## src/rtl/core/detection_head_decode_core_defines.svh

```systemverilog
// Assertion macros shared by the detection head decode RTL.
// Expects clk and rst_n in the scope of every use.
`ifndef DETECTION_HEAD_DECODE_CORE_DEFINES_SVH
`define DETECTION_HEAD_DECODE_CORE_DEFINES_SVH

// same-cycle implication
`define DHD_ASSERT_NOW(label, ante, cons, msg) \
    label: assert property (@(posedge clk) disable iff (!rst_n) (ante) |-> (cons)) \
        else $error(msg);

// next-cycle implication
`define DHD_ASSERT_NEXT(label, ante, cons, msg) \
    label: assert property (@(posedge clk) disable iff (!rst_n) (ante) |=> (cons)) \
        else $error(msg);

`endif

```

## src/rtl/core/dhd_pkg.sv

```systemverilog
// Package for the detection head decode block: widths, register codes,
// configuration and row record types. No dependencies.
package dhd_pkg;

    localparam int ValueWidth    = 24;
    localparam int ClassWidth    = 7;
    localparam int MaxClasses    = 128;
    localparam int PosWidth      = 8;
    localparam int BoxWidth      = 16;
    localparam int PadWidth      = 12;
    localparam int MaskWidth     = 128;
    localparam int RegIndexWidth = 3;
    localparam int CfgDataWidth  = 64;
    localparam int BoxAttrs      = 4;

    typedef enum logic [RegIndexWidth-1:0] {
        RegConfThreshold = 3'd0,
        RegInvScale      = 3'd1,
        RegPadX          = 3'd2,
        RegPadY          = 3'd3,
        RegFilterEnable  = 3'd4,
        RegAllowMaskLow  = 3'd5,
        RegAllowMaskHigh = 3'd6
    } reg_index_t;

    typedef struct packed {
        logic [ValueWidth-1:0] conf_threshold;
        logic [ValueWidth-1:0] inv_scale;
        logic [PadWidth-1:0]   pad_x;
        logic [PadWidth-1:0]   pad_y;
        logic                  filter_enable;
        logic [MaskWidth-1:0]  allow_mask;
    } cfg_t;

    typedef struct packed {
        logic [ValueWidth-1:0] cx;
        logic [ValueWidth-1:0] cy;
        logic [ValueWidth-1:0] w;
        logic [ValueWidth-1:0] h;
        logic [ValueWidth-1:0] score;
        logic [ClassWidth-1:0] class_index;
        logic                  found;
    } row_rec_t;

endpackage

```

## src/rtl/core/dhd_cfg_regs.sv

```systemverilog
// Configuration register file of the detection head decode block.
// Depends on dhd_pkg.
module dhd_cfg_regs
    import dhd_pkg::*;
(
    input  logic                     clk,
    input  logic                     rst_n,
    input  logic                     write_enable,
    input  logic [RegIndexWidth-1:0] reg_index,
    input  logic [CfgDataWidth-1:0]  write_data,
    output cfg_t                     cfg
);

    cfg_t cfg_reg;
    cfg_t cfg_next;

    always_comb
    begin
        cfg_next = cfg_reg;
        if (write_enable)
        begin
            unique case (reg_index_t'(reg_index))
                RegConfThreshold: cfg_next.conf_threshold = write_data[ValueWidth-1:0];
                RegInvScale:      cfg_next.inv_scale      = write_data[ValueWidth-1:0];
                RegPadX:          cfg_next.pad_x          = write_data[PadWidth-1:0];
                RegPadY:          cfg_next.pad_y          = write_data[PadWidth-1:0];
                RegFilterEnable:  cfg_next.filter_enable  = write_data[0];
                RegAllowMaskLow:  cfg_next.allow_mask[CfgDataWidth-1:0] = write_data;
                RegAllowMaskHigh: cfg_next.allow_mask[MaskWidth-1:CfgDataWidth] = write_data;
                default:          cfg_next = cfg_reg;
            endcase
        end
    end

    always_ff @(posedge clk or negedge rst_n)
    begin
        if (!rst_n)
        begin
            cfg_reg.conf_threshold <= ValueWidth'(1024);
            cfg_reg.inv_scale      <= ValueWidth'(65536);
            cfg_reg.pad_x          <= '0;
            cfg_reg.pad_y          <= '0;
            cfg_reg.filter_enable  <= 1'b0;
            cfg_reg.allow_mask     <= '0;
        end
        else
        begin
            cfg_reg <= cfg_next;
        end
    end

    assign cfg = cfg_reg;

endmodule

```

## config.mk

```make
export PLATFORM = sky130hd
export DESIGN_NAME = dhd_cfg_regs
export DESIGN_NICKNAME = d
export VERILOG_FILES = /design/src/rtl/core/detection_head_decode_core_defines.svh /design/src/rtl/core/dhd_pkg.sv /design/src/rtl/core/dhd_cfg_regs.sv
export SDC_FILE = /design/constraint.sdc
export NUM_CORES = 1
export LEC_CHECK = 0
export BUFFER_PORTS_ARGS = -buffer_cell sky130_fd_sc_hd__buf_2
export CAP_MARGIN = 5
export CORE_MARGIN = 2
export CORE_UTILIZATION = 47
export CTS_CLUSTER_DIAMETER = 150
export DETAILED_ROUTE_END_ITERATION = 8
export PLACE_DENSITY = 0.76
export SLEW_MARGIN = 25
export SYNTH_ARGS = -nofsm -noshare
export SYNTH_HDL_FRONTEND = slang
export SYNTH_SLANG_ARGS = --single-unit
export TNS_END_PERCENT = 20
```

## constraint.sdc

```tcl
create_clock -name clk -period 1.5 [get_ports clk]
set_input_delay 0.3 -clock clk [delete_from_list [all_inputs] [get_ports clk]]
set_output_delay 0.3 -clock clk [all_outputs]
set_load 0.005 [all_outputs]
```

Yosys cells after proc, flatten, opt, wreduce, memory -nomap -nowiden:

Index checks and enable logic that the tools add are counted.

* flip-flop bits (word level): 201
* bits in latches: 0
* memory bits (writable): 0
* bits in read-only memories: 0
* input port bits: 70
* output and inout port bits: 201
* memories: 0

* add/sub/neg operators: 0
* $mul: 0
* div/mod/pow operators: 0
* magnitude comparators: 0
* equality and inequality tests: 6
* shifts and indexed selects: 0
* multiplexer cells: 0
* bitwise operators: 0
* reductions and logical operators: 8

Operators with widths (number)
* $reduce_and 2->1: 7
* $eq 3x3->1 const B: 3
* $eq 3x2->1 const B: 2
* $eq 3x1->1 const B: 1
* $logic_not 3->1: 1

Logic depth before layout (Yosys ltp):

* depth in word-level cells: 2
* gate-level depth with buffers: 4

Least setup slack after synthesis:

OpenSTA, ideal clock, no wires.

* path type: input -> register
* start point: input reg_index[0]
* end point: register cfg_reg (netlist bit cfg[190])
* setup time: 125 ps
* arrival time: 1242 ps
* data required time: 1375 ps
* slack: 134 ps
* stages: 3
* cell sequence: nor4b_4 -> buf_6 -> mux2_2

* cells in the longest elaborated chain, start to end: 2

RTL lines
* start: declaration: RTL line dhd_cfg_regs.sv:9 `input logic [RegIndexWidth-1:0] reg_index,`
* $logic_not 3->1: RTL line dhd_cfg_regs.sv:22 `unique case (reg_index_t'(reg_index))`
* $reduce_and 2->1 (no source line)
* end signal: assignment: RTL line dhd_cfg_regs.sv:48 `cfg_reg <= cfg_next;`
* end: declaration: RTL line dhd_cfg_regs.sv:14 `cfg_t cfg_reg;`

No other way between the ends.
A chain may end at the register's enable or synchronous reset.

Worst setup path after layout:

* start point: register cfg_reg (netlist bit cfg[169])
* end point: output cfg[169] (netlist name)

RTL lines
* end: declaration: RTL line dhd_cfg_regs.sv:11 `output cfg_t cfg`

No word-level cell between the ends.

==> metrics.txt <==
post-synthesis compound-gate area fraction 0%; Arrival @ worst endpoint approximately 1.1 ns; WL per Instance about 19 µm; Switch Pwr a little under 4 mW; internal cell power 11.52 mW; Synth Area in XOR/XNOR 0%; Synth Instances 430; commonest cells in the netlist dfrtp_1 (199), mux2_2 (196), buf_6 (16); period utilization 95.38%; clock latency on the worst-skew pair about 0.48 ns; Reg clk slew, reported paths around 0.06 ns; Detail Route Antenna Nets 0; Worst path max stage delay ~0.53 ns; cts hold-fix bufs 1; worst hold slack just over 0.06 ns; Pleak 4.915 nW; finished layout cell area around 10,000 µm²; maximum clock insertion buffer count 3; Seq/Total Area, Yosys 66.27%; Die Ht between 100 and 150 µm; Sink Count about 200; Worst Setup SP cfg[169]$_DFFE_PN1P_; Final Setup Violations 0; # resized after CTS 0; async set-reset flop share out of synthesis 100.0%; status complete, no violations; DIE WIDTH between 100 and 150 µm; number of warnings issued by yosys 0; final worst clock skew 0 ns; post-layout min period about 1.4 ns; worst vdd ir approximately 1.1 mV; total track usage about a fifth; router iterations before antenna repair 4; Yosys top cell by area dfrtp_1; Ant. Diodes 0; vias per inst around 5.0; dpl cell area 9301 µm²; P&R area growth vs syn 31.70%; total core area 15,830 µm²; ordered cell list for the critical path buf_2; count of input and output buffers 270; Via Count 4,800; initial core utilization a little under half; CTS tree done; delay-heaviest family, CP flip-flops; post-CTS setup buffers 0; hold path start write_data[47]; Max Cap Violations 0; largest net degree at the start of global routing 39; Reg2Reg Launch Point cfg[160]$_DFFE_PN0P_; clock power share 33.3%; post-synthesis mux area share around 30%; hold crit path type primary input to flop; Slowest cell on crit path dfstp_2; max FFs per register roughly 200; main flop type after synthesis dfrtp_1; Worst setup EP type output port; sequential power share 47.0%; Startpoint Class flop; Post-DP HPWL roughly 13 mm; IO Pins ~270; worst path buffer plus inverter count 1; layout cells sized above 1 between 70% and 80%; first-pass GRT wire length 28.52 mm; Netlist cell types 11; Synth Area in Simple Gates between 1 and 1.5%; Mean Syn Cell Area 17.66 µm²; Synth Area in Adders 0%; Worst EP required about 1.2 ns; initial antenna violation count 0; crit path max fanout 2; pre-CTS WS -0.05820 ns; largest family of logic cells by synthesized area multiplexers; TritonCTS Buffers 21; CTS H-tree depth 1; fin worst setup slack ~0.069 ns; FMAX between 600 and 700 MHz; GPL Wtd Cong ~0.82; unrepaired setup endpoints after global routing false; Final Net Count between 700 and 800; clk root buf clkbuf_16; Power Total between 15 and 20 mW; Finished Core Util between 60 and 70%; max-slew headroom at the worst pin between 70% and 80%; Routed WL 17.70 mm; number of global-route vias before repair roughly 5,300; die area 17,190 µm²; Pwr Density 1538 nW/µm²; Fin. Hold Viols 0; number of flops mapped to enable cells by yosys 0; synthesized cell area roughly 7600 µm²; register bit total from synthesis 201; Synth top area share around 66%; worst-margin pin slew 0.3757 ns; Cell Rows 46; DR iter-0 viols 122; DRC Markers 0; switching power share of the total between 20% and 30%; total grt overflow 0; filler instances ~1,200; largest cells by area after synthesis dfrtp_1 (66%), mux2_2 (29%), buf_6 (2.4%); Net Count, Synth 500; Slew Limit Fails 0; combinational power share roughly a fifth; WS Path Type flop to output port; count leader, synth dfrtp_1
==> layout by cell type (no fill, tap or decap) <==
cell type and count:
and4bb_2 1, buf_12 9, buf_2 269, buf_4 13, bufinv_16 2, clkbuf_1 3
clkbuf_16 21, clkbuf_8 5, clkinv_2 6, clkinvlp_4 1, dfrtp_1 199, dfstp_2 2
dlygate4sd3_1 1, mux2_1 5, mux2_2 196, nand4b_1 3, nor4b_4 1, nor4bb_1 1
nor4bb_4 1
==> power by group through the flow <==
stage                     Sequential (mW)  Combinational, mW  Clock (mW)
after floorplan                      7.38               1.13           0
after global placement               7.24               2.97           0
after detailed placement             7.32               3.08           0
after CTS                            7.24               3.10        5.25
after global routing                 7.38               3.30        5.45
final                                7.23               3.04        5.11
==> layer usage <==
layer	share of wire (%)	vias up	global-route usage [%]
li1	-	2125	-
met1	39	2442	24.82
met2	50	192	35.67
met3	7.3	41	5.556
met4	3.1	0	7.307
met5	0	-	0
==> stage by stage <==
stage	cells	setup TNS, ns
global placement	917	-0.2960
CTS	955	0
detailed placement	917	-2.325
global route	955	0
finish	955	0
floorplan	430	0
==> cells by family after synthesis <==
logic type             after synthesis
DFF                                201
muxes                              201
and+or+nand+nor                      7
buffers and inverters               21
==> worst paths after layout <==
| check | endpoint | slack, ns | cells past startpoint |
|---|---|---|---|
| worst max-delay path | cfg[169] | 0.07 | 1 |
| max in group asynchronous | cfg[169]$_DFFE_PN1P_ | 0.61 | 3 |
| worst max register to register | cfg[160]$_DFFE_PN0P_ | 0.70 | 1 |
| worst min register to register | cfg[158]$_DFFE_PN0P_ | 0.50 | 1 |
| min in group asynchronous | cfg[105]$_DFFE_PN0P_ | 0.32 | 2 |
| worst min-delay path | cfg[111]$_DFFE_PN0P_ | 0.06 | 2 |
==> layout make-up <==
cell class / instances / area, µm² / area share, %
clock buffers: 28 / 591.8 / 5.918
clock inverters: 9 / 97.59 / 0.9759
multi-input cells: 208 / 2361 / 23.61
flip-flops and latches: 201 / 5032 / 50.32
well taps: 216 / 270.3 / 2.702
repair buffers: 293 / 1648 / 16.48
Note: power is estimated with default switching activity, not from simulation.
