File: config.mk
export PLATFORM = sky130hd
export DESIGN_NAME = dhd_row_argmax_flat
export DESIGN_NICKNAME = d
export VERILOG_FILES = /design/src/rtl/core/dhd_pkg.sv /design/src/rtl/core/dhd_ifs.sv /design/src/rtl/core/dhd_row_argmax.sv /design/src/flat_wrapper.sv
export VERILOG_INCLUDE_DIRS = /design/src /design/src/rtl/core
export SDC_FILE = /design/constraint.sdc
export NUM_CORES = 1
export LEC_CHECK = 0
export BUFFER_PORTS_ARGS = -buffer_cell sky130_fd_sc_hd__buf_2
export CORE_MARGIN = 1
export CORE_UTILIZATION = 50
export CTS_CLUSTER_DIAMETER = 200
export CTS_CLUSTER_SIZE = 12
export DETAILED_ROUTE_END_ITERATION = 7
export MAX_ROUTING_LAYER = met4
export PLACE_DENSITY = 0.77
export SLEW_MARGIN = 40
export SYNTH_ARGS = -nofsm -noshare
export SYNTH_HDL_FRONTEND = slang
export SYNTH_SLANG_ARGS = --single-unit
File: constraint.sdc
create_clock -name clk -period 18.6 [get_ports clk]
set_input_delay 3.72 -clock clk [delete_from_list [all_inputs] [get_ports clk]]
set_output_delay 3.72 -clock clk [all_outputs]
set_load 0.02 [all_outputs]
File: src/rtl/core/detection_head_decode_core_defines.svh
// Assertion macros shared by the detection head decode RTL.
// Expects clk and rst_n in the scope of every use.
`ifndef DETECTION_HEAD_DECODE_CORE_DEFINES_SVH
`define DETECTION_HEAD_DECODE_CORE_DEFINES_SVH

// same-cycle implication
`define DHD_ASSERT_NOW(label, ante, cons, msg) \
    label: assert property (@(posedge clk) disable iff (!rst_n) (ante) |-> (cons)) \
        else $error(msg);

// next-cycle implication
`define DHD_ASSERT_NEXT(label, ante, cons, msg) \
    label: assert property (@(posedge clk) disable iff (!rst_n) (ante) |=> (cons)) \
        else $error(msg);

`endif

File: src/rtl/core/dhd_pkg.sv
// Package for the detection head decode block: widths, register codes,
// configuration and row record types. No dependencies.
package dhd_pkg;

    localparam int ValueWidth    = 24;
    localparam int ClassWidth    = 7;
    localparam int MaxClasses    = 128;
    localparam int PosWidth      = 8;
    localparam int BoxWidth      = 16;
    localparam int PadWidth      = 12;
    localparam int MaskWidth     = 128;
    localparam int RegIndexWidth = 3;
    localparam int CfgDataWidth  = 64;
    localparam int BoxAttrs      = 4;

    typedef enum logic [RegIndexWidth-1:0] {
        RegConfThreshold = 3'd0,
        RegInvScale      = 3'd1,
        RegPadX          = 3'd2,
        RegPadY          = 3'd3,
        RegFilterEnable  = 3'd4,
        RegAllowMaskLow  = 3'd5,
        RegAllowMaskHigh = 3'd6
    } reg_index_t;

    typedef struct packed {
        logic [ValueWidth-1:0] conf_threshold;
        logic [ValueWidth-1:0] inv_scale;
        logic [PadWidth-1:0]   pad_x;
        logic [PadWidth-1:0]   pad_y;
        logic                  filter_enable;
        logic [MaskWidth-1:0]  allow_mask;
    } cfg_t;

    typedef struct packed {
        logic [ValueWidth-1:0] cx;
        logic [ValueWidth-1:0] cy;
        logic [ValueWidth-1:0] w;
        logic [ValueWidth-1:0] h;
        logic [ValueWidth-1:0] score;
        logic [ClassWidth-1:0] class_index;
        logic                  found;
    } row_rec_t;

endpackage

File: src/rtl/core/dhd_ifs.sv
// Stream interfaces for the detection head decode block: row words in,
// detection words out. Depends on dhd_pkg.
interface dhd_in_if
    import dhd_pkg::*;
();
    logic                  valid;
    logic                  ready;
    logic [ValueWidth-1:0] attr_value;
    logic                  row_last;

    modport source (output valid, attr_value, row_last, input ready);
    modport sink   (input valid, attr_value, row_last, output ready);
endinterface


File: src/rtl/core/dhd_row_argmax.sv
// Row intake: stores the four box attributes and keeps the running argmax
// over class scores; emits one row record per marked word. Depends on dhd_pkg.
`include "detection_head_decode_core_defines.svh"

module dhd_row_argmax
    import dhd_pkg::*;
(
    input  logic     clk,
    input  logic     rst_n,
    dhd_in_if.sink   row,
    output row_rec_t rec,
    output logic     rec_valid,
    input  logic     rec_ready
);

    logic [PosWidth-1:0]   position_reg;
    logic [PosWidth-1:0]   position_next;
    logic [ValueWidth-1:0] attr_reg [BoxAttrs];
    logic [ValueWidth-1:0] attr_next [BoxAttrs];
    logic [ValueWidth-1:0] best_score_reg;
    logic [ValueWidth-1:0] best_score_next;
    logic [ClassWidth-1:0] best_class_reg;
    logic [ClassWidth-1:0] best_class_next;
    logic                  best_found_reg;
    logic                  best_found_next;
    row_rec_t              rec_reg;
    logic                  rec_valid_reg;

    logic                  accept;
    logic                  is_attr;
    logic [PosWidth-1:0]   class_pos;
    logic                  take;

    assign row.ready = !rec_valid_reg || rec_ready;
    assign accept    = row.valid && row.ready;
    assign is_attr   = (position_reg < PosWidth'(BoxAttrs));
    assign class_pos = position_reg - PosWidth'(BoxAttrs);
    assign take      = !is_attr && (class_pos < PosWidth'(MaxClasses))
                       && (row.attr_value > best_score_reg);

    always_comb
    begin
        for (int i = 0; i < BoxAttrs; i++)
        begin
            attr_next[i] = attr_reg[i];
        end
        if (is_attr)
        begin
            attr_next[position_reg[1:0]] = row.attr_value;
        end

        best_score_next = best_score_reg;
        best_class_next = best_class_reg;
        best_found_next = best_found_reg;
        if (take)
        begin
            best_score_next = row.attr_value;
            best_class_next = class_pos[ClassWidth-1:0];
            best_found_next = 1'b1;
        end

        position_next = (position_reg == '1) ? position_reg : position_reg + 1'b1;
    end

    always_ff @(posedge clk)
    begin
        if (accept)
        begin
            for (int i = 0; i < BoxAttrs; i++)
            begin
                attr_reg[i] <= attr_next[i];
            end
        end
    end

    always_ff @(posedge clk or negedge rst_n)
    begin
        if (!rst_n)
        begin
            position_reg   <= '0;
            best_score_reg <= '0;
            best_class_reg <= '0;
            best_found_reg <= 1'b0;
        end
        else if (accept)
        begin
            if (row.row_last)
            begin
                position_reg   <= '0;
                best_score_reg <= '0;
                best_class_reg <= '0;
                best_found_reg <= 1'b0;
            end
            else
            begin
                position_reg   <= position_next;
                best_score_reg <= best_score_next;
                best_class_reg <= best_class_next;
                best_found_reg <= best_found_next;
            end
        end
    end

    always_ff @(posedge clk or negedge rst_n)
    begin
        if (!rst_n)
        begin
            rec_valid_reg <= 1'b0;
        end
        else if (accept && row.row_last)
        begin
            rec_valid_reg <= 1'b1;
        end
        else if (rec_ready)
        begin
            rec_valid_reg <= 1'b0;
        end
    end

    always_ff @(posedge clk)
    begin
        if (accept && row.row_last)
        begin
            rec_reg.cx          <= attr_next[0];
            rec_reg.cy          <= attr_next[1];
            rec_reg.w           <= attr_next[2];
            rec_reg.h           <= attr_next[3];
            rec_reg.score       <= best_score_next;
            rec_reg.class_index <= best_class_next;
            rec_reg.found       <= best_found_next;
        end
    end

    assign rec       = rec_reg;
    assign rec_valid = rec_valid_reg;

    `DHD_ASSERT_NEXT(a_row_end_clears, accept && row.row_last,
        position_reg == '0 && !best_found_reg, "row state not cleared after row end")
    `DHD_ASSERT_NOW(a_no_class_no_score, !best_found_reg,
        best_score_reg == '0, "score held without a class")
    `DHD_ASSERT_NOW(a_attrs_before_class, position_reg <= PosWidth'(BoxAttrs),
        !best_found_reg, "class found while box attributes still arriving")

endmodule

File: src/flat_wrapper.sv
// flat-port wrapper written by rule: the top's interface ports become plain ports
module dhd_row_argmax_flat import dhd_pkg::*;
  (clk, rst_n, rec, rec_valid, rec_ready, row_valid, row_attr_value, row_row_last, row_ready);
  dhd_in_if row_i ();
  input  logic clk;
  input  logic rst_n;
  output row_rec_t rec;
  output logic rec_valid;
  input  logic rec_ready;
  input wire logic [$bits(row_i.valid)-1:0] row_valid;
  input wire logic [$bits(row_i.attr_value)-1:0] row_attr_value;
  input wire logic [$bits(row_i.row_last)-1:0] row_row_last;
  output wire logic [$bits(row_i.ready)-1:0] row_ready;
  assign row_i.valid = row_valid;
  assign row_i.attr_value = row_attr_value;
  assign row_i.row_last = row_row_last;
  assign row_ready = row_i.ready;
  dhd_row_argmax u_core (.clk(clk), .rst_n(rst_n), .row(row_i), .rec(rec), .rec_valid(rec_valid), .rec_ready(rec_ready));
endmodule
# Word level (Yosys, flattened, before mapping)
# Memory sizes are Yosys's and may differ from the RTL's.
# Index checks and enable logic that the tools add are counted.
# classes
n_addsub	2
order_cmp	5
n_eq_ne	2
n_mux	16
bitwise_logic	1
reduce_logical	10
# ops
cell	n
96-bit bitwise mux	1
96-bit two-way mux	1
24-bit two-way mux	3
24-bit demux with 2-bit select	1
24-bit > comparator	1
8-bit two-way mux	2
7-bit two-way mux	2
8-bit by 1-bit adder with 8-bit output (second input constant)	1
8-bit == test (second input constant)	1
8-bit by 3-bit < comparator with 1-bit output (second input constant)	1
8-bit < comparator (second input constant)	1
8-bit by 3-bit subtractor with 8-bit output (second input constant)	1
1-bit two-way mux	6
1-bit logical AND	5
3-bit >= comparator (second input constant)	1
3-bit by 1-bit < comparator with 1-bit output (second input constant)	1
2-bit NOT with 3-bit output	1
1-bit logical NOT	2
2-bit != test (second input constant)	1
2-bit AND reduction	1
2-bit nonzero test	1
1-bit logical OR	1
# word_totals
reg_bits	169
mem_bits_rw	96
out_inout_bits	130
word_cells	49
mem_count	1
# memory_table
name	words	word_bits	read_ports	rd_ports_with_merged_regs	write_ports	line_no	text
u_core.attr_reg	4	24	4	0	4	dhd_row_argmax.sv:18	logic [ValueWidth-1:0] attr_reg [BoxAttrs];

# Depth between registers and ports, before layout
# depth
word_depth	7
depth_mapped	9
ltp_nobuf	8

# Worst setup path before layout
# No wires, ideal clock.
# synth_path
path_kind	input-to-reg
startpoint	input rec_ready
endpoint	register u_core.best_score_reg[0]
arrival_time_ps	9688
path_slack_ps	8791
cell_stages	8
path_buffers	1
cell_sequence	nand2b_1 nand2_1 inv_1 nand2_1 inv_1 a31oi_1 clkbuf_1 a22o_1
# synth_via
elab_chain_cells	2
# synth_lines
item	line_no	text
start: declaration	flat_wrapper.sv:9	input logic rec_ready;
1-bit logical OR	dhd_row_argmax.sv:34	assign row.ready = !rec_valid_reg || rec_ready;
1-bit logical AND	dhd_row_argmax.sv:35	assign accept = row.valid && row.ready;
named net u_core.accept	dhd_row_argmax.sv:29	logic accept;
end signal: assignment	dhd_row_argmax.sv:97	best_score_reg <= best_score_next;
end: declaration	dhd_row_argmax.sv:20	logic [ValueWidth-1:0] best_score_reg;
# The timed path passes the listed nets, and every way through them passes these cells.
# A chain may end at the register's enable or synchronous reset.

# Final worst setup path
# layout_path
startpoint	input rec_ready
endpoint	output row_ready
# layout_via
elab_chain_cells	1
# layout_lines
item	line_no	text
1-bit logical OR	dhd_row_argmax.sv:34	
end: declaration	flat_wrapper.sv:13	output wire logic [$bits(row_i.ready)-1:0] row_ready;
# Every way passes these cells.

==> flow_metrics.tcl <==
set metrics [dict create \
    pwr_density_cell_nw_per_um2 114 \
    viasPerCell 5.46 \
    gr-total-overflow 0 \
    synth_compound_area_frac 0.0443 \
    async_flop_share 0.155 \
    post-route-period-util 0.424 \
    die_w_um 148 \
    hold_path_class "flip-flop to flip-flop" \
    grt_pass1_wl_mm 33.8 \
    io_buffers 158 \
    drive_above_1_share 0.410 \
    syn_area_um2 10600 \
    fin_skew_ps 10.6 \
    gp_congestion 0.794 \
    fin_nets 841 \
    track_usage 0.207 \
    power_leakage_uw 0.00489 \
    critPathMaxStageDelay_ps 180 \
    syn_inst 605 \
    cts.repair.resized 0 \
    yosys.area_share.simple 0.0331 \
    clk_pin_slew_ps 60 \
    core_area_um2 20500 \
    vdd_drop_max_uv 76.5 \
    crit_path_cell_trace "buf_2, nand2b_1, buf_2" \
    drt_iter0_markers 399 \
    slowest_stage "buf_2" \
    rsz0062_at_grt "false" \
    fin_ws_ps 10720 \
    synthDistinctLibCells 40 \
    crit_path_max_fanout 4 \
    cts_tree "yes" \
    num_antenna_cells 0 \
    setup_viol 0 \
    synth_top_family_by_area "multiplexers" \
    grt_max_degree 88 \
    fp.dieH_um 148 \
    required_ps 14880 \
    grt_pass1_vias 5984 \
    slew_viol_final 0 \
    finalHoldViolCount 0 \
    synth_xor_area_frac 0.00578 \
    worstSkewPairLatency_ps 530 \
    htree_levels 1 \
    root_buffer "clkbuf_16" \
    rows 52 \
    synth_ff_type "edfxtp_1" \
    crit_buf_inv 2 \
    initial_utilization 0.518 \
    end_kind "output pin" \
    critPathArrivalTime_ps 4160 \
    wire_per_inst_um 20.1 \
    pre_cts_ws_ps 10710 \
    drtAntennaViolNets 0 \
    max_freq_ghz 0.127 \
    yosys-mux-area-fraction 0.130 \
    route.detailed.drc 0 \
    drt-total-wl_mm 21.5 \
    dp_cells 1023 \
    yosys_warnings 0 \
    outcome "complete, no violations" \
    setup-tns-final_ps 0 \
    syn_area_per_cell_um2 17.5 \
    path_class "input pin to output pin" \
    hpwl_mm 14.0 \
    synth-seq-cells 265 \
    area_growth_pct 18.2 \
    whs_ps 483 \
    cts_setup_buffers 0 \
    tightest_slew_ps 770 \
    path_common_cell "buf_2" \
    ys_seq_area_frac 0.730 \
    vias 5858 \
    numClockSinks 265 \
    synth_edf_count 224 \
    start_kind "input pin" \
    dr.pass1.iters 4 \
    antenna_found_initial 0 \
    period_needed_ps 7880 \
    cp_top_family "buffers and inverters" \
    slew-limit-headroom 0.485 \
    io_pins 159 \
    maxCapViolCount 0 \
    synth_nets 664 \
    largest_reg_flops 128 \
    cts_buffers 26 \
    synth_adder_area_share 0.0354 \
    clk_path_buf_depth 3 \
    cts_hold_buf 0 \
    fin_cells 1072 \
    dieArea_um2 21800 \
]
==> placed cells by master, fill, tap and decap left out, types with 4 or more instances in the layout <==
cell type    n
edfxtp_1   224
buf_2      157
mux2_2     122
dfrtp_1     41
inv_1       31
ha_1        30
a22o_1      29
clkbuf_16   27
clkbuf_1    20
nand2_1     19
o21ai_0     11
nor2_1      10
a21oi_1     10
nand4_1      9
nand3_1      9
buf_4        8
xnor2_1      4
==> where the power goes <==
| part | total, uW | internal (uW) | switching, uW | leakage [uW] |
|---|---|---|---|---|
| Sequential | 747 | 730 | 17.3 | 0.00270 |
| Clock | 476 | 271 | 205 | 0.000362 |
| Combinational | 209 | 82.6 | 126 | 0.00183 |
==> final timing paths <==
| path | cells after the start | endpoint | startpoint | slack [ps] |
|---|---|---|---|---|
| max reg2reg | 10 | u_core.best_score_reg[19] | u_core.rec_valid | 15080 |
| min in group asynchronous | 1 | u_core.best_score_reg[19] | rst_n | 3190 |
| max | 3 | row_ready | rec_ready | 10720 |
| min reg2reg | 1 | u_core.best_found_reg | u_core.best_found_reg | 480 |
| min | 1 | u_core.best_found_reg | u_core.best_found_reg | 480 |
| max in group asynchronous | 1 | u_core.best_score_reg[1] | rst_n | 15030 |
==> cell type report <==
class                   count  area, um^2
fillers                  1502        7950
flip-flops and latches    265        7750
multi-input cells         289        2660
repair buffers            167         901
clock buffers              47         751
well taps                 270         338
inverters                  33         131
clock inverters             1        11.3
==> Yosys cell counts, types with 9 or more instances <==
cell	instances	area (um^2)
edfxtp_1	224	6730
mux2_2	122	1370
dfrtp_1	41	1030
inv_1	33	124
ha_1	30	375
a22o_1	29	254
nand2_1	19	71.3
o21ai_0	11	55.1
a21oi_1	10	50.1
clkbuf_1	10	37.5
nor2_1	10	37.5
nand3_1	9	45.0
nand4_1	9	56.3
==> metrics by stage <==
step	total power, uW	utilization	instance area [um^2]
floorplan	895	-	10600
global placement	954	0.572	11700
detailed placement	968	0.573	11800
CTS	1440	0.611	12500
global route	1490	0.612	12500
finish	1430	0.612	12500
==> metal layers <==
metal  global-route usage  vias to the layer above  routed length, um
met5                    -                        -                  0
met1                0.278                     2967               9340
met3               0.0383                       28               1370
li1                     -                     2687                  -
met2                0.330                      176              10500
met4               0.0459                        0                352
==> logic make-up after synthesis <==
kind of cell | Yosys count
DFF | 265
adders and majority gates | 30
buffers and inverters | 51
xor gates and xnor gates | 7
and+or+nand+nor | 65
muxes | 123
AOI/OAI and AO/OA | 64
No activity file was read; power rests on OpenSTA's default activity.
